## src/hw/rtl/adjacent_strip_cluster_finder_macros.svh

```systemverilog
// ----------------------------------------------------------------------------
// Cluster finder assertion macros
// Shared concurrent assertion forms, clocked on clk, off during reset.
// ----------------------------------------------------------------------------
`ifndef ADJACENT_STRIP_CLUSTER_FINDER_MACROS_SVH
`define ADJACENT_STRIP_CLUSTER_FINDER_MACROS_SVH

// condition holds at every edge
`define ASCF_ASSERT_ALWAYS(lbl, cond, msg) \
	lbl: assert property (@(posedge clk) disable iff (!arst_n) (cond)) else $error(msg);

// condition never holds
`define ASCF_ASSERT_NEVER(lbl, cond, msg) \
	lbl: assert property (@(posedge clk) disable iff (!arst_n) !(cond)) else $error(msg);

// antecedent implies consequent in the next cycle
`define ASCF_ASSERT_NEXT(lbl, ante, cons, msg) \
	lbl: assert property (@(posedge clk) disable iff (!arst_n) (ante) |=> (cons)) \
		else $error(msg);

`endif

```

## src/hw/rtl/ascf_pkg.sv

```systemverilog
// ----------------------------------------------------------------------------
// Cluster finder package
// Shared constants, queue status and divider state type.
// ----------------------------------------------------------------------------
package ascf_pkg;

	localparam int CHANNEL_BITS_DEF = 10;
	localparam int MAX_HITS_DEF     = 1024;
	localparam int FRAC_BITS_DEF    = 4;

	localparam int CENT_BITS    = 14;
	localparam int CWID_BITS    = 11;
	localparam int M_TDATA_BITS = ((CENT_BITS + CWID_BITS + 7) / 8) * 8;

	localparam int Q_DEPTH = 4;

	typedef struct packed {
		logic empty;
		logic room2;
	} q_stat_t;

	typedef enum logic [1:0] {
		DIV_IDLE,
		DIV_RUN,
		DIV_HOLD
	} div_state_t;

endpackage

```

## src/hw/rtl/ascf_front.sv

```systemverilog
// ----------------------------------------------------------------------------
// Cluster builder
// Tracks the open cluster and emits closed cluster records, up to two per hit.
// ----------------------------------------------------------------------------
module ascf_front
	import ascf_pkg::*;
#(
	parameter int CHANNEL_BITS = CHANNEL_BITS_DEF,
	parameter int MAX_HITS     = MAX_HITS_DEF
) (
	input  logic                    clk,
	input  logic                    arst_n,
	input  logic                    in_valid,
	output logic                    in_ready,
	input  logic [CHANNEL_BITS-1:0] hit_channel,
	input  logic                    event_end,
	input  q_stat_t                 q_stat,
	output logic [1:0]              push_n,
	output logic [CHANNEL_BITS + $clog2(MAX_HITS+1) + $clog2(MAX_HITS+1) + 1:0] rec0,
	output logic [CHANNEL_BITS + $clog2(MAX_HITS+1) + $clog2(MAX_HITS+1) + 1:0] rec1
);

	localparam int WID_BITS = $clog2(MAX_HITS + 1);
	localparam int SUM_BITS = CHANNEL_BITS + WID_BITS;

	logic                    open_q;
	logic [CHANNEL_BITS-1:0] prev_q;
	logic [WID_BITS-1:0]     wid_q;
	logic [SUM_BITS-1:0]     sum_q;

	logic                    accept;
	logic                    adj;
	logic                    close_first;
	logic [WID_BITS-1:0]     wid_new;
	logic [SUM_BITS-1:0]     sum_new;

	assign in_ready = q_stat.room2;
	assign accept   = in_valid && in_ready;

	assign adj = open_q && (({1'b0, hit_channel} == ({1'b0, prev_q} + 1'b1)) ||
		({1'b0, prev_q} == ({1'b0, hit_channel} + 1'b1)));
	assign close_first = open_q && !adj;

	always_comb begin
		wid_new = WID_BITS'(1);
		sum_new = SUM_BITS'(hit_channel);
		if (adj) begin
			wid_new = wid_q;
			sum_new = sum_q;
			if (wid_q < WID_BITS'(MAX_HITS)) begin
				wid_new = wid_q + 1'b1;
				sum_new = sum_q + SUM_BITS'(hit_channel);
			end
		end
	end

	// record: {run_last, event_done, width, sum}
	always_comb begin
		push_n = 2'd0;
		rec0   = {1'b1, 1'b1, wid_new, sum_new};
		rec1   = {1'b1, 1'b1, wid_new, sum_new};
		if (accept) begin
			if (close_first) begin
				rec0   = {!event_end, 1'b0, wid_q, sum_q};
				push_n = event_end ? 2'd2 : 2'd1;
			end else if (event_end) begin
				push_n = 2'd1;
			end
		end
	end

	always_ff @(posedge clk or negedge arst_n) begin
		if (!arst_n) begin
			open_q <= 1'b0;
			prev_q <= '0;
			wid_q  <= '0;
			sum_q  <= '0;
		end else if (accept) begin
			if (event_end) begin
				open_q <= 1'b0;
				prev_q <= '0;
				wid_q  <= '0;
				sum_q  <= '0;
			end else begin
				open_q <= 1'b1;
				prev_q <= hit_channel;
				wid_q  <= wid_new;
				sum_q  <= sum_new;
			end
		end
	end

endmodule

```

## src/hw/rtl/ascf_queue.sv

```systemverilog
// ----------------------------------------------------------------------------
// Cluster record queue
// Small queue, up to two writes and one read per cycle.
// ----------------------------------------------------------------------------
module ascf_queue
	import ascf_pkg::*;
#(
	parameter int W = 32
) (
	input  logic         clk,
	input  logic         arst_n,
	input  logic [1:0]   push_n,
	input  logic [W-1:0] wdata0,
	input  logic [W-1:0] wdata1,
	input  logic         pop,
	output logic [W-1:0] rdata,
	output q_stat_t      q_stat
);

	`include "adjacent_strip_cluster_finder_macros.svh"

	localparam int PTR_BITS = $clog2(Q_DEPTH);
	localparam int CNT_BITS = PTR_BITS + 1;

	logic [W-1:0]        mem_q [Q_DEPTH];
	logic [PTR_BITS-1:0] wr_ptr_q;
	logic [PTR_BITS-1:0] rd_ptr_q;
	logic [CNT_BITS-1:0] cnt_q;
	logic [PTR_BITS-1:0] wr_ptr1;

	assign wr_ptr1      = wr_ptr_q + 1'b1;
	assign rdata        = mem_q[rd_ptr_q];
	assign q_stat.empty = (cnt_q == '0);
	assign q_stat.room2 = (cnt_q <= CNT_BITS'(Q_DEPTH - 2));

	always_ff @(posedge clk) begin
		if (push_n != 2'd0) begin
			mem_q[wr_ptr_q] <= wdata0;
		end
		if (push_n == 2'd2) begin
			mem_q[wr_ptr1] <= wdata1;
		end
	end

	always_ff @(posedge clk or negedge arst_n) begin
		if (!arst_n) begin
			wr_ptr_q <= '0;
			rd_ptr_q <= '0;
			cnt_q    <= '0;
		end else begin
			wr_ptr_q <= wr_ptr_q + PTR_BITS'(push_n);
			if (pop) begin
				rd_ptr_q <= rd_ptr_q + 1'b1;
			end
			cnt_q <= cnt_q + CNT_BITS'(push_n) - CNT_BITS'(pop);
		end
	end

	`ASCF_ASSERT_ALWAYS(a_q_bound, cnt_q <= CNT_BITS'(Q_DEPTH), "queue count over depth")
	`ASCF_ASSERT_NEVER(a_q_pop_empty, pop && (cnt_q == '0), "pop from empty queue")
	`ASCF_ASSERT_NEXT(a_q_push2, (push_n == 2'd2) && !pop, cnt_q == $past(cnt_q) + CNT_BITS'(2), "queue count lost a double push")

endmodule

```

## src/hw/rtl/ascf_back.sv

```systemverilog
// ----------------------------------------------------------------------------
// Centroid divider
// Bit-serial restoring divide of sum << FRAC_BITS by width, output register.
// ----------------------------------------------------------------------------
module ascf_back
	import ascf_pkg::*;
#(
	parameter int CHANNEL_BITS = CHANNEL_BITS_DEF,
	parameter int MAX_HITS     = MAX_HITS_DEF,
	parameter int FRAC_BITS    = FRAC_BITS_DEF
) (
	input  logic                 clk,
	input  logic                 arst_n,
	input  q_stat_t              q_stat,
	input  logic [CHANNEL_BITS + $clog2(MAX_HITS+1) + $clog2(MAX_HITS+1) + 1:0] rdata,
	output logic                 pop,
	output logic                 out_valid,
	input  logic                 out_ready,
	output logic [CENT_BITS-1:0] centroid_x16,
	output logic [CWID_BITS-1:0] cluster_width,
	output logic                 event_done,
	output logic                 run_last
);

	localparam int WID_BITS = $clog2(MAX_HITS + 1);
	localparam int SUM_BITS = CHANNEL_BITS + WID_BITS;
	localparam int DIV_BITS = SUM_BITS + FRAC_BITS;
	localparam int CNT_BITS = $clog2(DIV_BITS);

	div_state_t          state_q, state_d;
	logic                load;

	logic [SUM_BITS-1:0] r_sum;
	logic [WID_BITS-1:0] r_wid;
	logic                r_done;
	logic                r_last;

	logic [DIV_BITS-1:0] quo_q;
	logic [WID_BITS-1:0] rem_q;
	logic [WID_BITS-1:0] dvs_q;
	logic [CNT_BITS-1:0] cnt_q;
	logic                done_q;
	logic                last_q;

	logic [WID_BITS:0]   trial;
	logic                ge;
	logic [WID_BITS-1:0] rem_next;

	logic                out_valid_q;

	assign {r_last, r_done, r_wid, r_sum} = rdata;

	assign trial    = {rem_q, quo_q[DIV_BITS-1]};
	assign ge       = (trial >= {1'b0, dvs_q});
	assign rem_next = ge ? WID_BITS'(trial - {1'b0, dvs_q}) : WID_BITS'(trial);

	always_ff @(posedge clk or negedge arst_n) begin
		if (!arst_n) begin
			state_q <= DIV_IDLE;
		end else begin
			state_q <= state_d;
		end
	end

	always_comb begin
		state_d = state_q;
		pop     = 1'b0;
		load    = 1'b0;
		unique case (state_q)
			DIV_IDLE: begin
				if (!q_stat.empty) begin
					pop     = 1'b1;
					state_d = DIV_RUN;
				end
			end
			DIV_RUN: begin
				if (cnt_q == '0) begin
					state_d = DIV_HOLD;
				end
			end
			DIV_HOLD: begin
				if (!out_valid_q || out_ready) begin
					load    = 1'b1;
					state_d = DIV_IDLE;
				end
			end
			default: state_d = DIV_IDLE;
		endcase
	end

	always_ff @(posedge clk) begin
		if (pop) begin
			quo_q  <= DIV_BITS'(r_sum) << FRAC_BITS;
			rem_q  <= '0;
			dvs_q  <= r_wid;
			cnt_q  <= CNT_BITS'(DIV_BITS - 1);
			done_q <= r_done;
			last_q <= r_last;
		end else if (state_q == DIV_RUN) begin
			quo_q <= {quo_q[DIV_BITS-2:0], ge};
			rem_q <= rem_next;
			cnt_q <= cnt_q - 1'b1;
		end
	end

	always_ff @(posedge clk or negedge arst_n) begin
		if (!arst_n) begin
			out_valid_q <= 1'b0;
		end else if (load) begin
			out_valid_q <= 1'b1;
		end else if (out_ready) begin
			out_valid_q <= 1'b0;
		end
	end

	always_ff @(posedge clk) begin
		if (load) begin
			centroid_x16  <= CENT_BITS'(quo_q);
			cluster_width <= CWID_BITS'(dvs_q);
			event_done    <= done_q;
			run_last      <= last_q;
		end
	end

	assign out_valid = out_valid_q;

endmodule

```

## src/hw/rtl/adjacent_strip_cluster_finder.sv

```systemverilog
// ----------------------------------------------------------------------------
// Adjacent strip cluster finder
// Groups adjacent strip hits into clusters and reports width and centroid.
// ----------------------------------------------------------------------------
// A hit item is taken whenever the record queue has room for two
// clusters. Closed clusters wait in a four-entry queue for a bit-serial
// divider, which works on one cluster at a time, from queue pop through
// its output register; that divider sets the sustained rate. Hits that
// extend clusters cost nothing at the back, so the input keeps up at one
// hit per cycle as long as clusters close no more often than one per
// divide time and m_tready does not hold the output. m_tdata bits 13:0
// hold the centroid with FRAC_BITS fraction bits, bits 24:14 the width.
// ----------------------------------------------------------------------------
module adjacent_strip_cluster_finder
	import ascf_pkg::*;
#(
	parameter int CHANNEL_BITS = CHANNEL_BITS_DEF,
	parameter int MAX_HITS     = MAX_HITS_DEF,
	parameter int FRAC_BITS    = FRAC_BITS_DEF
) (
	input  logic                                    clk,
	input  logic                                    arst_n,
	input  logic                                    s_tvalid,
	output logic                                    s_tready,
	input  logic [((CHANNEL_BITS + 7) / 8) * 8-1:0] s_tdata,  // hit_channel
	input  logic                                    s_tlast,  // event_end
	output logic                                    m_tvalid,
	input  logic                                    m_tready,
	output logic [M_TDATA_BITS-1:0]                 m_tdata,  // centroid_x16, cluster_width
	output logic                                    m_tuser,  // event_done
	output logic                                    m_tlast   // run_last
);

	localparam int WID_BITS = $clog2(MAX_HITS + 1);
	localparam int REC_BITS = CHANNEL_BITS + 2 * WID_BITS + 2;

	q_stat_t              q_stat;
	logic [1:0]           push_n;
	logic [REC_BITS-1:0]  rec0;
	logic [REC_BITS-1:0]  rec1;
	logic [REC_BITS-1:0]  rdata;
	logic                 pop;
	logic [CENT_BITS-1:0] centroid_x16;
	logic [CWID_BITS-1:0] cluster_width;

	ascf_front #(
		.CHANNEL_BITS(CHANNEL_BITS),
		.MAX_HITS    (MAX_HITS)
	) u_front (
		.clk        (clk),
		.arst_n     (arst_n),
		.in_valid   (s_tvalid),
		.in_ready   (s_tready),
		.hit_channel(s_tdata[CHANNEL_BITS-1:0]),
		.event_end  (s_tlast),
		.q_stat     (q_stat),
		.push_n     (push_n),
		.rec0       (rec0),
		.rec1       (rec1)
	);

	ascf_queue #(
		.W(REC_BITS)
	) u_queue (
		.clk   (clk),
		.arst_n(arst_n),
		.push_n(push_n),
		.wdata0(rec0),
		.wdata1(rec1),
		.pop   (pop),
		.rdata (rdata),
		.q_stat(q_stat)
	);

	ascf_back #(
		.CHANNEL_BITS(CHANNEL_BITS),
		.MAX_HITS    (MAX_HITS),
		.FRAC_BITS   (FRAC_BITS)
	) u_back (
		.clk          (clk),
		.arst_n       (arst_n),
		.q_stat       (q_stat),
		.rdata        (rdata),
		.pop          (pop),
		.out_valid    (m_tvalid),
		.out_ready    (m_tready),
		.centroid_x16 (centroid_x16),
		.cluster_width(cluster_width),
		.event_done   (m_tuser),
		.run_last     (m_tlast)
	);

	assign m_tdata = M_TDATA_BITS'({cluster_width, centroid_x16});

endmodule
```

## config.mk

```make
export PLATFORM = sky130hd
export DESIGN_NAME = adjacent_strip_cluster_finder
export DESIGN_NICKNAME = d
export VERILOG_FILES = /design/src/hw/rtl/ascf_pkg.sv /design/src/hw/rtl/ascf_front.sv /design/src/hw/rtl/ascf_queue.sv /design/src/hw/rtl/ascf_back.sv /design/src/hw/rtl/adjacent_strip_cluster_finder.sv
export VERILOG_INCLUDE_DIRS = /design/src /design/src/hw/rtl
export SDC_FILE = /design/constraint.sdc
export NUM_CORES = 1
export LEC_CHECK = 0
export BUFFER_PORTS_ARGS = -buffer_cell sky130_fd_sc_hd__buf_2
export CORE_MARGIN = 4
export CORE_UTILIZATION = 37
export DETAILED_ROUTE_END_ITERATION = 16
export GPL_TIMING_DRIVEN = 1
export PLACE_DENSITY = 0.64
export SYNTH_ARGS = -nofsm -noshare
export SYNTH_HDL_FRONTEND = slang
export SYNTH_SLANG_ARGS = --single-unit
```

## constraint.sdc

```tcl
create_clock -name clk -period 4.6 [get_ports clk]
set_input_delay 0.46 -clock clk [delete_from_list [all_inputs] [get_ports clk]]
set_output_delay 0.46 -clock clk [all_outputs]
set_load 0.02 [all_outputs]
```

; ---- After elaboration in Yosys (flattened, before gate mapping)
; Memories as Yosys holds them, arrays and structs flattened.
; Index checks and enable logic that the tools add are counted.
[word_totals]
memories = 1
regBits = 134
output_inout_bits = 36
in_bits = 21
ramBits = 136
wordCells = 89
[mem_list]
columns = memory, words, width, rd, rd_ports_with_merged_regs, wr, line_no
row1 = u_queue.mem_q, 4, 34, 1, 0, 2, ascf_queue.sv:25  ; logic [W-1:0] mem_q [Q_DEPTH];
[classes]
n_eq_ne = 8
n_lt_le_gt_ge = 3
mux = 31
reduce_logical = 15
n_addsub = 11
[ops]
columns = op, n
row1 = $mux W34, 2
row2 = $mux W21, 3
row3 = $mux W25, 2
row4 = $mux W11, 4
row5 = $add A10 B1 Y11 const B, 2
row6 = $eq A10 B11 Y1, 2
row7 = $add A21 B10 Y21, 1
row8 = $ge A12 B11 Y1, 1
row9 = $mux W1, 12
row10 = $mux W2, 6
row11 = $add A11 B1 Y11 const B, 1
row12 = $lt A11 B11 Y1 const B, 1
row13 = $sub A11 B11 Y11, 1
row14 = $mux W10, 1
row15 = $pmux W2 S3, 1
row16 = $reduce_bool A2 Y1, 3
row17 = $logic_not A5 Y1, 1
row18 = $sub A5 B1 Y5 const B, 1
row19 = $add A2 B1 Y2 const B, 2
row20 = $eq A2 B2 Y1 const B, 2
row21 = $ne A2 B1 Y1 const B, 2
row22 = $add A3 B2 Y3, 1
row23 = $le A3 B2 Y1 const B, 1
row24 = $logic_and A1 B1 Y1, 3
row25 = other kinds (9), 12

; ---- Depth between registers and ports, before layout
; Gate-level depths: netlist (run 1).
[depth]
ltp_word = 11
depth_mapped = 16
mapped_depth_nobuf = 14

; ---- Cells and area by module
; Synthesis (run 1) repeated with hierarchy kept, for this count alone.
[unflattened]
hier_cells = 1166
hier_area_um2 = 14709.1
[modules_own_cells]
columns = mod, instances, cells_each, area_per_inst_um2, seq_area_each_um2
row1 = ascf_queue, 1, 368, 6977.9, 4259.1
row2 = ascf_front, 1, 517, 4137.7, 1076.0
row3 = ascf_back, 1, 273, 3537.1, 2307.2
row4 = adjacent_strip_cluster_finder, 1, 8, 56.3, 0.0

; ---- Least setup slack after synthesis (run 1)
; No wires, ideal clock.
[synth_path]
path_type = register to register
from = register u_front.prev_q[0]
to = memory u_queue.mem_q[0][0] (netlist name) (data pin)
setup_ns = 0.268
path_slack_ns = 0.135
t_arrival_ns = 4.197
period_less_slack_ns = 4.465
n_path_buf = 0
required_time_ns = 4.332
path_stages_with_launch = 14
cell_sequence = dfrtp_1 ha_1 and2_1 a211o_1 a211o_1 a2111oi_4 a31oi_2 and2_4 ha_1 nor2_1 o21ai_0 clkinv_1 nand2b_1 o21ai_0
[synth_rtl]
columns = item, line_no
row1 = "start, declared", ascf_front.sv:27  ; logic [CHANNEL_BITS-1:0] prev_q;
row2 = "start signal, assigned", ascf_front.sv:86  ; prev_q <= hit_channel;
row3 = "end, declared", ascf_queue.sv:25

==> impl_results.md, run 1 <==
* Storage cell area at around 7600 sq um
* Synthesis Warnings at 0
* Status: complete, no violations
* Commonest non-fill, non-tap cell in the layout: edfxtp_1
* Worst Path Max Fanout at 13
* Initial Utilization at 0.376
* TritonCTS Buffers at 30
* Async SR Flop Fraction at 0.196
* Max-cap violation count at 0
* Max frequency at approximately 230 MHz
* Cells after Synth at between 1000 and 1500
* Cell count of the worst reg-to-reg path at 15
* P_leak at between 5 and 6 nW
* Setup_tns at 0 ns
* Clk buf depth at 3
* Worst slew pin tran at ~1.1 ns
* Vias/cell at approximately 5.6
* WHS Endpoint: u_back.out_valid$_DFFE_PN0P_
* Final period util at 0.930
* CP required at 4.88 ns
* Seq/Total Area, Yosys at 0.531
* Area post-placement at between 15000 and 20000 sq um
* # diodes at 0
* Share of cells above drive strength 1 at 0.151
* Drt wl/cell at 19.6 um
* Fill count at between 3000 and 4000
* Netlist cell types at ~80
* Tmin final at 4.28 ns
* Syn_area_per_cell at between 10 and 15 sq um
* Layout overhead on the synthesized area at 12.6%
* Vias in the first global route at 10300
* Met1 WL at 15500 um
* Hold Startpoint: m_tready
* Total power at ~9 mW
* RSZ-0062 raised after global routing: no
* Tot GR Track Use at 0.173
* H-tree levels at 1
* Post-DRT Antenna Nets at 0
* Register bit total from synthesis at between 200 and 300
* FP Rows at 71
* Critical path class: flop to flop
* Syn Std Cell Area at roughly 14000 sq um
* Die height at ~200 um
* WHS Path Cells at 3
* Core area at 37800 sq um
* Startpoint Class: flop
* Multi-input logic area at around 6000 sq um
* Die area at around 42000 sq um
* Initial detailed-routing violation count at 827
* Tightest Hold Check Type: input port to flop
* # DRC at 0
* Clock Sink Count at 270
* R2r endpoint: u_queue.mem_q[1][0]$_DFFE_PP_
* Final WL at between 30000 and 40000 um
* Post-synth EDFFs at between 150 and 200
* Arr. time, crit path at 4.56 ns
* Hold Vio Cnt, Final at 0
* Final clock skew at roughly 0.018 ns
* Worst r2r src: u_front.prev_q[0]$_DFFE_PN0P_
* Max Used Layer: met4
* Reg2reg setup slack at approximately 0.32 ns
* Final std cells w/o fill at approximately 1800
* Port Buf Inserts at 43
* Cell area power density at 562 nW/um^2
* Crit. End Element: flop
* DP Wirelength at 24000 um
* Finished layout cell area at approximately 16000 sq um
* Met3 routed wirelength at approximately 2500 um
* Commonest non-fill, non-tap cells in the layout: 189 x edfxtp_1, 139 x nand2_1, 107 x a21oi_1, 96 x o21ai_0, 61 x nor2_1
* Predominant post-synthesis flop cell: edfxtp_1
* Gp weighted congestion at between 0.8 and 0.9
* Die W at approximately 200 um
* Slew HR at 0.275
* Setup Viol. Count Final at 0
* Gr ovfl total at 0
* Clk pin slew, worst setup/hold paths at 0.06 ns
* Nets at around 1400
* Clk_lat worst skew at roughly 0.56 ns
* Largest net degree at the start of global routing at 61
* First-pass GRT wire length at slightly below 60000 um
* CTS tree: yes
* Vias after detailed routing at between 10000 and 15000
* Initial antenna violation count at 0
* Clock Root Buffer: clkbuf_16
* Max-slew violations at 0
* IO Pins at 57
* Worst ir drop on vdd at between 0.2 and 0.25 mV
* WL met2 at ~17000 um
* Pre-Repair DR Iteration Count at 5
* Placed insts at 1789
metal layers:
| metal | vias to the layer above | global-route usage |
|---|---|---|
| met5 | - | 0 |
| met4 | 0 | 0.0481 |
| met3 | 61 | 0.0224 |
| met2 | 370 | 0.291 |
| met1 | 5091 | 0.237 |
| li1 | 4848 | - |
registers in the layout (all words and copies together), names as in the netlist, 2 cells and up:
| name | flops |
|---|---|
| u_back.cluster_width | 11 |
| u_back.rem_q | 11 |
| u_queue.rd_ptr_q | 2 |
| u_back.centroid_x16 | 14 |
| u_back.quo_q | 25 |
| u_back.dvs_q | 11 |
| u_back.state_q | 2 |
| u_back.cnt_q | 5 |
| u_queue.cnt_q | 3 |
| u_queue.mem_q | 136 |
| u_front.prev_q | 10 |
| u_front.wid_q | 11 |
| u_front.sum_q | 21 |
| u_queue.wr_ptr_q | 2 |
through the flow:
step / setup slack, ns / utilization / hold slack (ns)
after floorplan: 0.135 / - / 0.164
after global placement: 0.388 / 0.397 / 0.405
after detailed placement: 0.343 / 0.397 / 0.421
after CTS: 0.303 / 0.423 / 0.199
after global routing: 0.0388 / 0.423 / 0.230
final: 0.321 / 0.423 / 0.216
logic make-up (layout without fill, tap and decap cells):
family          count (synthesis)  count (layout)  share of synthesized area
fa+ha+maj                      34              34                     0.0315
compound gates                400             400                      0.186
simple gates                  340             340                      0.114
other cells                     1               7                   0.000264
mux                            58              58                     0.0723
flops                         270             270                      0.531
buf+inv                       132             188                     0.0408
xor+xnor                       38              38                     0.0239
worst max-delay path, cell delays in order (launching register included):
cell       delay (ns)
dfrtp_1          0.43
ha_1             0.26
and2_1           0.22
a211o_1          0.27
a211o_1          0.31
a2111oi_4        0.45
a31oi_4          0.23
and2_4           0.23
ha_1             0.36
nand2b_1         0.22
nor3_1           0.07
nor2_1           0.10
and3_1           0.21
buf_4            0.25
nand2b_1         0.26
o21ai_0          0.12
layout make-up:
cell class,count,share of cell area
Sequential cell,270,0.472
Multi-Input combinational cell,877,0.383
Clock buffer,48,0.0581
Tap cell,511,0.0399
Timing Repair Buffer,78,0.0315
Inverter,54,0.0126
Clock inverter,8,0.00312
worst max-delay path by stage:
stage,startpoint,endpoint,cells after the start
2_1_floorplan,u_front.prev_q[0]$_DFFE_PN0P_,u_queue.mem_q[0][0]$_DFFE_PP_,13
3_3_place_gp,u_front.prev_q[0]$_DFFE_PN0P_,u_queue.mem_q[1][6]$_DFFE_PP_,14
3_5_place_dp,u_front.prev_q[0]$_DFFE_PN0P_,u_queue.mem_q[3][0]$_DFFE_PP_,15
4_1_cts,u_front.prev_q[0]$_DFFE_PN0P_,u_queue.mem_q[1][0]$_DFFE_PP_,15
5_1_grt,u_front.prev_q[0]$_DFFE_PN0P_,u_queue.mem_q[1][0]$_DFFE_PP_,15
6_report,u_front.prev_q[0]$_DFFE_PN0P_,u_queue.mem_q[1][0]$_DFFE_PP_,15
synthesized netlist by cell type (8+ instances only):
master     count  area [sq um]
mux4_2        34           766
a21o_1        10          75.1
a22o_1        55           482
ha_1          31           388
buf_1         13          48.8
dfxtp_1       28           561
o21ai_0       98           490
buf_4         12          90.1
o31ai_1        8          60.1
xnor2_1       25           219
nor2_1        61           229
dfrtp_1       53          1330
buf_2         11          55.1
and3_1        15          93.8
nor3_1        18          90.1
o2bb2ai_1      9          78.8
a21oi_1      107           536
nand4_1       10          62.6
nand3_1       28           140
xor2_1        12           105
o21ai_1       35           175
and2_1         8          50.1
a31oi_1        9          56.3
nor2b_1       14          87.6
a211oi_2       8           100
o22ai_1       10          62.6
nand2_1      140           526
nand2b_1      15          93.8
edfxtp_1     189          5680
clkbuf_1      39           146
mux2i_1       15           150
inv_1         48           180
report_power, final:
| part | leakage [nW] | switching [mW] | internal (mW) |
|---|---|---|---|
| combinational | 2.41 | 1.69 | 1.28 |
| sequential | 2.68 | 0.439 | 3.24 |
| clock | 0.472 | 0.978 | 1.38 |
| total | 5.56 | 3.10 | 5.90 |
repair_timing:
action                                 4_1_cts  5_1_grt
endpoints found under the hold margin       10        0
gates resized for setup                      0        1
setup endpoints to repair                    0        2
hold buffers                                 1        0
setup buffers                                0        0
Note: power is estimated with default switching activity, not from simulation.
==> run 2: changes to the inputs <==
Settings changed: ABC_AREA set to 1, PLACE_DENSITY 0.64 to 0.62.
Clock period 4.6 ns to 5 ns, I/O delays scaled along.
==> run 2 against run 1 <==
Compared with the run above: via count is 20% higher; synthesized cell count is 39% higher; hold slack worse by 0.097 ns; setup slack better by 0.18 ns; die area is 3.8% higher; fmax is 4.8% lower; clock power is 8.5% lower; register-to-register slack better by 0.18 ns; combinational power is 13% higher; design area is 2.5% higher; largest cell class unchanged.
==> impl_results.md, run 2 <==
* Status: complete, no violations (unchanged)
* Max frequency at 222 MHz (was 234 MHz)
* Die W at 208 um (was 204 um)
* Clk_lat worst skew at 0.56 ns (about the same)
* # DRC at 0 (unchanged)
* Largest registers: u_queue.mem_q (136), u_back.quo_q (25), u_front.sum_q (21) (unchanged)
* Tmin final at 4.49 ns (was 4.28 ns)
* Post-synth top area cell: edfxtp_1 (unchanged)
* Worst Path Max Fanout at 21 (was 13)
* First-pass GRT wire length at 64000 um (was 57900 um)
* Clock Sink Count at 270 (unchanged)
* Post-CTS setup repair buffer count at 0 (unchanged)
* Cell count of the worst reg-to-reg path at 23 (was 15)
* Predominant post-synthesis flop cell: edfxtp_1 (unchanged)
* Post-cts resize count at 0 (unchanged)
* Die height at 208 um (was 204 um)
* Arr. time, crit path at 4.78 ns (was 4.56 ns)
* Flip-flop count of the largest register after layout at 136 (unchanged)
* Async SR Flop Fraction at 0.196 (unchanged)
* Area share of the largest cell type after synthesis at 0.384 (was 0.399)
* Syn Std Cell Area at 14800 sq um (was 14200 sq um)
* Top post-synthesis cells by area: edfxtp_1 38%, nand2_1 11%, dfrtp_1 9.0% (was edfxtp_1 40%, dfrtp_1 9.3%, mux4_2 5.4%)
* # diodes at 0 (unchanged)
* Largest register by flop count: u_queue.mem_q (unchanged)
* CP required at 5.29 ns (was 4.88 ns)
* Total power at 9.04 mW (was 9.00 mW)
* Tightest Hold Check Type: input port to async pin (was input port to flop)
* Seq/Total Area, Yosys at 0.511 (was 0.531)
* Tot GR Track Use at 0.178 (was 0.173)
* Gp weighted congestion at 0.870 (was 0.877)
* Final clock skew at 0.0173 ns (was 0.0178 ns)
* Worst slew pin tran at 1.22 ns (was 1.07 ns)
* Setup_tns at 0 ns (unchanged)
* Worst r2r src: u_front.prev_q[0]$_DFFE_PN0P_ (unchanged)
* Pre-Repair DR Iteration Count at 5 (unchanged)
* Post-synth EDFFs at 189 (unchanged)
* Initial antenna violation count at 0 (unchanged)
* Netlist cell types at 47 (was 82)
* Max-slew violations at 0 (unchanged)
* Clock Root Buffer: clkbuf_16 (unchanged)
* Syn_area_per_cell at 8.34 sq um (was 11.2 sq um)
* P_leak at 6.73 nW (was 5.56 nW)
* Nets at 1841 (was 1366)
* Crit. End Element: flop (unchanged)
* Setup Viol. Count Final at 0 (unchanged)
* Initial detailed-routing violation count at 1210 (was 827)
* Count leader, synth: nand2_1 (was edfxtp_1)
* Core area at 39100 sq um (was 37800 sq um)
* Final period util at 0.899 (was 0.930)
* Final core occ at 0.420 (was 0.423)
* Max-cap violation count at 0 (unchanged)
* Share of cells above drive strength 1 at 0.0813 (was 0.151)
* Leading cell types by count after synthesis: 438 x nand2_1, 247 x nand3_1, 189 x edfxtp_1 (was 189 x edfxtp_1, 140 x nand2_1, 107 x a21oi_1)
* DP Wirelength at 26200 um (was 24000 um)
* Reg2reg setup slack at 0.51 ns (was 0.32 ns)
* RSZ-0062 raised after global routing: no (unchanged)
* Hold Vio Cnt, Final at 0 (unchanged)
* Die area at 43200 sq um (was 41700 sq um)
* Port Buf Inserts at 43 (unchanged)
* Vias after detailed routing at 12400 (was 10400)
* Clk buf depth at 3 (unchanged)
* Largest net degree at the start of global routing at 56 (was 61)
* FP Rows at 72 (was 71)
* Initial Utilization at 0.378 (was 0.376)
* Final WL at 39500 um (was 36100 um)
* Commonest non-fill, non-tap cell in the layout: nand2_1 (was edfxtp_1)
* Cell area power density at 550 nW/um^2 (was 562 nW/um^2)
* Vias in the first global route at 12100 (was 10300)
* Vias/cell at 5.34 (was 5.62)
* Critical path class: flop to flop (unchanged)
* Drt wl/cell at 17.0 um (was 19.6 um)
* Commonest non-fill, non-tap cells in the layout: 438 x nand2_1, 247 x nand3_1, 189 x edfxtp_1, 170 x inv_1, 139 x a21oi_1 (was 189 x edfxtp_1, 139 x nand2_1, 107 x a21oi_1, 96 x o21ai_0, 61 x nor2_1)
* H-tree levels at 1 (unchanged)
* Post-DRT Antenna Nets at 0 (unchanged)
* Synthesis Warnings at 0 (unchanged)
* Gr ovfl total at 0 (unchanged)
* Fill count at 3865 (was 3598)
* IO Pins at 57 (unchanged)
* Layout overhead on the synthesized area at 11.0% (was 12.6%)
* Slew HR at 0.185 (was 0.275)
* Hold_buf cts at 0 (was 1)
* CTS tree: yes (unchanged)
* R2r endpoint: u_queue.mem_q[2][18]$_DFFE_PP_ (was u_queue.mem_q[1][0]$_DFFE_PP_)
* TritonCTS Buffers at 29 (was 30)
* Register bit total from synthesis at 270 (unchanged)
* Startpoint Class: flop (unchanged)
* Cells after Synth at 1774 (was 1273)
* Clk pin slew, worst setup/hold paths at 0.07 ns (was 0.06 ns)
* Worst ir drop on vdd at 0.317 mV (was 0.212 mV)
run 2: cell types whose count changed after synthesis, moves of 23 or more:
| cell | delta |
|---|---|
| a21oi_1 | +32 |
| a22o_1 | -55 |
| inv_1 | +123 |
| mux4_2 | -34 |
| nand2_1 | +298 |
| nand3_1 | +219 |
| nor2_1 | +51 |
| o21ai_1 | -32 |
| o22ai_1 | +27 |
| xnor2_1 | -23 |
run 2: per-stage QoR:
step / cell area [sq um] / setup slack [ns] / hold slack [ns] / cells
floorplan: 14800 / 1.11 / 0.204 / 1780
global placement: 15500 / 0.507 / 0.411 / 2273
detailed placement: 15500 / 0.449 / 0.420 / 2273
CTS: 16400 / 0.584 / 0.126 / 2327
global route: 16400 / 0.188 / 0.151 / 2327
finish: 16400 / 0.505 / 0.119 / 2327
run 2: cell families after synthesis:
logic type	count (synthesis)	share of synthesized area
other	1	0.000253
DFF	270	0.511
xor gates and xnor gates	26	0.0154
and+or+nand+nor	846	0.245
buffers and inverters	278	0.0758
adders and majority gates	34	0.0303
AOI/OAI and AO/OA	319	0.122
run 2: how the worst max path moves through the flow:
stage | from | to | slack, ns | depth (start not counted)
floorplan | s_tdata[0] | u_queue.mem_q[3][11]$_DFFE_PP_ | 1.11 | 22
global placement | s_tdata[1] | u_queue.mem_q[2][16]$_DFFE_PP_ | 0.51 | 24
detailed placement | s_tdata[1] | u_queue.mem_q[2][18]$_DFFE_PP_ | 0.45 | 24
CTS | u_front.prev_q[0]$_DFFE_PN0P_ | u_queue.mem_q[2][18]$_DFFE_PP_ | 0.58 | 23
global route | u_front.prev_q[0]$_DFFE_PN0P_ | u_queue.mem_q[2][31]$_DFFE_PP_ | 0.19 | 23
finish | u_front.prev_q[0]$_DFFE_PN0P_ | u_queue.mem_q[2][18]$_DFFE_PP_ | 0.51 | 23
run 2: worst max-delay path, stage by stage (launching register included):
cell and delay, ns:
dfrtp_1 0.42, ha_1 0.26, nand2_1 0.17, nor2_2 0.23, nand2_1 0.08, nand2_1 0.08
nand2_1 0.05, nand2_1 0.08, nand2_1 0.07, nor2_1 0.11, nand3_1 0.20, nand3_2 0.20
inv_1 0.06, ha_1 0.27, inv_1 0.12, nor2_1 0.10, nor2_1 0.29, nor3_2 0.08
inv_1 0.09, nor2_1 0.07, nand2_1 0.31, nand2_2 0.33, inv_2 0.45, a21oi_1 0.09
run 2: per-layer routing:
metal,vias up,global-route usage,part of all wire
met5,-,0,0
met4,0,0.0510,0.024
met3,73,0.0343,0.074
met2,402,0.305,0.48
met1,5890,0.232,0.42
li1,6062,-,-
run 2: report_power, final:
part           switching (mW)  total [mW]  internal [mW]
logic                    2.27        3.37           1.10
clock network           0.891        2.16           1.27
registers               0.400        3.51           3.11
total                    3.56        9.04           5.48
run 2: area by class of cell:
type / count / area (sq um) / area share
multi-input combinational: 1232 / 6140 / 0.374
tap: 518 / 648 / 0.0395
sequential: 270 / 7560 / 0.460
clock inverter: 9 / 111 / 0.00678
timing repair buffer: 74 / 448 / 0.0273
inverter: 179 / 672 / 0.0409
clock buffer: 45 / 846 / 0.0515
==> run 3: changes to the inputs <==
Settings changed: ABC_AREA 1 to not set.
==> run 3 against run 2 <==
Compared with the run above: wire length shrank 8.5%; count of clock-buffer cells in the layout shrank 4; non-clock buffer count shrank 2; via count shrank 17%; register-to-register slack lost 0.09 ns; critical path type unchanged.
==> impl_results.md, run 3 (synthesis gave the netlist of run 1 again) <==
* Clk_lat worst skew at 0.56 ns (about the same)
* Met1 WL at 15700 um (was 16700 um)
* Met3 routed wirelength at 2410 um (was 2900 um)
* Largest register by flop count: u_queue.mem_q (unchanged)
* Worst r2r src: u_front.prev_q[0]$_DFFE_PN0P_ (unchanged)
* DP Wirelength at 24300 um (was 26200 um)
* Reg2reg setup slack at 0.41 ns (was 0.51 ns)
* Layout overhead on the synthesized area at 12.5% (was 11.0%)
* Hold_buf cts at 0 (unchanged)
* WL met2 at 17200 um (was 18900 um)
* Clock Root Buffer: clkbuf_16 (unchanged)
* Status: complete, no violations (unchanged)
* Max frequency at 218 MHz (was 222 MHz)
* First-pass GRT wire length at 57300 um (was 64000 um)
* Hold Vio Cnt, Final at 0 (unchanged)
* Total power at 8.36 mW (was 9.04 mW)
* Flop pwr share at 0.407 (was 0.388)
* Post-cts resize count at 0 (unchanged)
* Area post-placement at 15000 sq um (was 15500 sq um)
* Clock Sink Count at 270 (unchanged)
* Startpoint Class: flop (unchanged)
* Nets at 1360 (was 1841)
* Max-cap violation count at 0 (unchanged)
* CP required at 5.39 ns (was 5.29 ns)
* R2r endpoint: u_queue.mem_q[1][0]$_DFFE_PP_ (was u_queue.mem_q[2][18]$_DFFE_PP_)
* Clk buf depth at 3 (unchanged)
* Core area at 37800 sq um (was 39100 sq um)
* Gp weighted congestion at 0.829 (was 0.870)
* Worst Path Max Fanout at 26 (was 21)
* Largest net degree at the start of global routing at 54 (was 56)
* # DRC at 0 (unchanged)
* Initial Utilization at 0.376 (was 0.378)
* RSZ-0062 raised after global routing: no (unchanged)
* Initial antenna violation count at 0 (unchanged)
* Initial detailed-routing violation count at 908 (was 1210)
* # diodes at 0 (unchanged)
* Clk pin slew, worst setup/hold paths at 0.07 ns (about the same)
* Largest registers: u_queue.mem_q (136), u_back.quo_q (25), u_front.sum_q (21) (unchanged)
* Vias/cell at 5.61 (was 5.34)
* Setup_tns at 0 ns (unchanged)
* Clock share of power at 0.270 (was 0.239)
* FP Rows at 71 (was 72)
* Drt wl/cell at 19.6 um (was 17.0 um)
* Port Buf Inserts at 43 (unchanged)
* Crit. End Element: flop (unchanged)
* Cell Int Power at 5.51 mW (was 5.48 mW)
* Vias in the first global route at 10100 (was 12100)
* Critical path class: flop to flop (unchanged)
* Flip-flop count of the largest register after layout at 136 (unchanged)
* Tmin final at 4.59 ns (was 4.49 ns)
* Arr. time, crit path at 4.98 ns (was 4.78 ns)
* Post-Place Worst Slack at 0.482 ns (was 0.449 ns)
* Finished layout cell area at 16000 sq um (was 16400 sq um)
* Final WL at 36100 um (was 39500 um)
* Tightest Hold Check Type: input port to async pin (unchanged)
* Setup Viol. Count Final at 0 (unchanged)
* Commonest non-fill, non-tap cell in the layout: edfxtp_1 (was nand2_1)
* Tot GR Track Use at 0.172 (was 0.178)
* Die area at 41700 sq um (was 43200 sq um)
* Setup WS post-layout at 0.411 ns (was 0.505 ns)
* Slew HR at 0.222 (was 0.185)
* Max-slew violations at 0 (unchanged)
* Share of total power in combinational logic at 0.323 (was 0.373)
* Pre-Repair DR Iteration Count at 5 (unchanged)
* Vias after detailed routing at 10300 (was 12400)
* Final hold slack at 0.125 ns (was 0.119 ns)
* Worst ir drop on vdd at 0.336 mV (was 0.317 mV)
* Die height at 204 um (was 208 um)
* Post-DRT Antenna Nets at 0 (unchanged)
* Die W at 204 um (was 208 um)
* Post-CTS setup repair buffer count at 0 (unchanged)
* Sw power at 2.85 mW (was 3.56 mW)
* Gr ovfl total at 0 (unchanged)
* Cell count of the worst reg-to-reg path at 16 (was 23)
* Max Used Layer: met4 (unchanged)
* Sw Ratio at 0.341 (was 0.394)
* Commonest non-fill, non-tap cells in the layout: 189 x edfxtp_1, 139 x nand2_1, 107 x a21oi_1, 96 x o21ai_0, 61 x nor2_1 (was 438 x nand2_1, 247 x nand3_1, 189 x edfxtp_1, 170 x inv_1, 139 x a21oi_1)
* Final clock skew at 0.0155 ns (was 0.0173 ns)
* Share of cells above drive strength 1 at 0.148 (was 0.0813)
* IO Pins at 57 (unchanged)
* P_leak at 5.56 nW (was 6.73 nW)
* Cell area power density at 522 nW/um^2 (was 550 nW/um^2)
* CTS tree: yes (unchanged)
* Worst slew pin tran at 1.16 ns (was 1.22 ns)
* H-tree levels at 1 (unchanged)
* Final period util at 0.918 (was 0.899)
* TritonCTS Buffers at 30 (was 29)
[run 3: area by class of cell]
cell class                      count  area (sq um)
Clock buffer                       41           833
Clock inverter                     14           183
Fill cell                        3579         21800
Inverter                           54           203
Multi-Input combinational cell    877          6120
Sequential cell                   270          7560
Tap cell                          511           639
Timing Repair Buffer               72           470
[run 3: worst max-delay path, stage by stage (launching register included)]
cell and delay [ns]:
dfrtp_1 0.43, ha_1 0.26, and2_1 0.23, a211o_1 0.27, a211o_1 0.31, a2111oi_4 0.42
a31oi_2 0.27, and2_4 0.24, ha_1 0.35, nand2b_1 0.24, a21oi_1 0.21, nand2b_1 0.11
buf_4 0.20, clkinv_1 0.07, buf_4 0.35, nand2b_1 0.23, o21ai_0 0.20
[run 3: power by group through the flow]
stage / combinational [mW] / sequential, mW / clock (mW)
6_report: 2.70 / 3.40 / 2.26
2_1_floorplan: 2.12 / 3.22 / 0
4_1_cts: 2.71 / 3.40 / 2.31
3_3_place_gp: 2.63 / 3.42 / 0
3_5_place_dp: 2.70 / 3.44 / 0
5_1_grt: 2.98 / 3.47 / 2.40
[run 3: worst max-delay path by stage]
stage / cells past startpoint / to / slack, ns / startpoint
floorplan: 13 / u_queue.mem_q[0][0]$_DFFE_PP_ / 0.53 / u_front.prev_q[0]$_DFFE_PN0P_
global placement: 14 / u_queue.mem_q[3][0]$_DFFE_PP_ / 0.47 / u_front.prev_q[0]$_DFFE_PN0P_
detailed placement: 16 / u_queue.mem_q[1][0]$_DFFE_PP_ / 0.48 / u_front.prev_q[0]$_DFFE_PN0P_
CTS: 14 / u_queue.mem_q[3][21]$_DFFE_PP_ / 0.43 / u_front.prev_q[0]$_DFFE_PN0P_
global route: 16 / u_queue.mem_q[1][0]$_DFFE_PP_ / 0.16 / u_front.prev_q[0]$_DFFE_PN0P_
finish: 16 / u_queue.mem_q[1][0]$_DFFE_PP_ / 0.41 / u_front.prev_q[0]$_DFFE_PN0P_
[run 3: metrics by stage]
step | instances | util
final | 1839 | 0.423
after global routing | 1839 | 0.423
after CTS | 1839 | 0.423
after detailed placement | 1784 | 0.396
after global placement | 1784 | 0.396
after floorplan | 1279 | -
[run 3: per-layer routing]
| metal | GRT usage | up-vias |
|---|---|---|
| li1 | - | 4828 |
| met1 | 0.235 | 5083 |
| met2 | 0.288 | 336 |
| met3 | 0.0260 | 65 |
| met4 | 0.0443 | 0 |
| met5 | 0 | - |
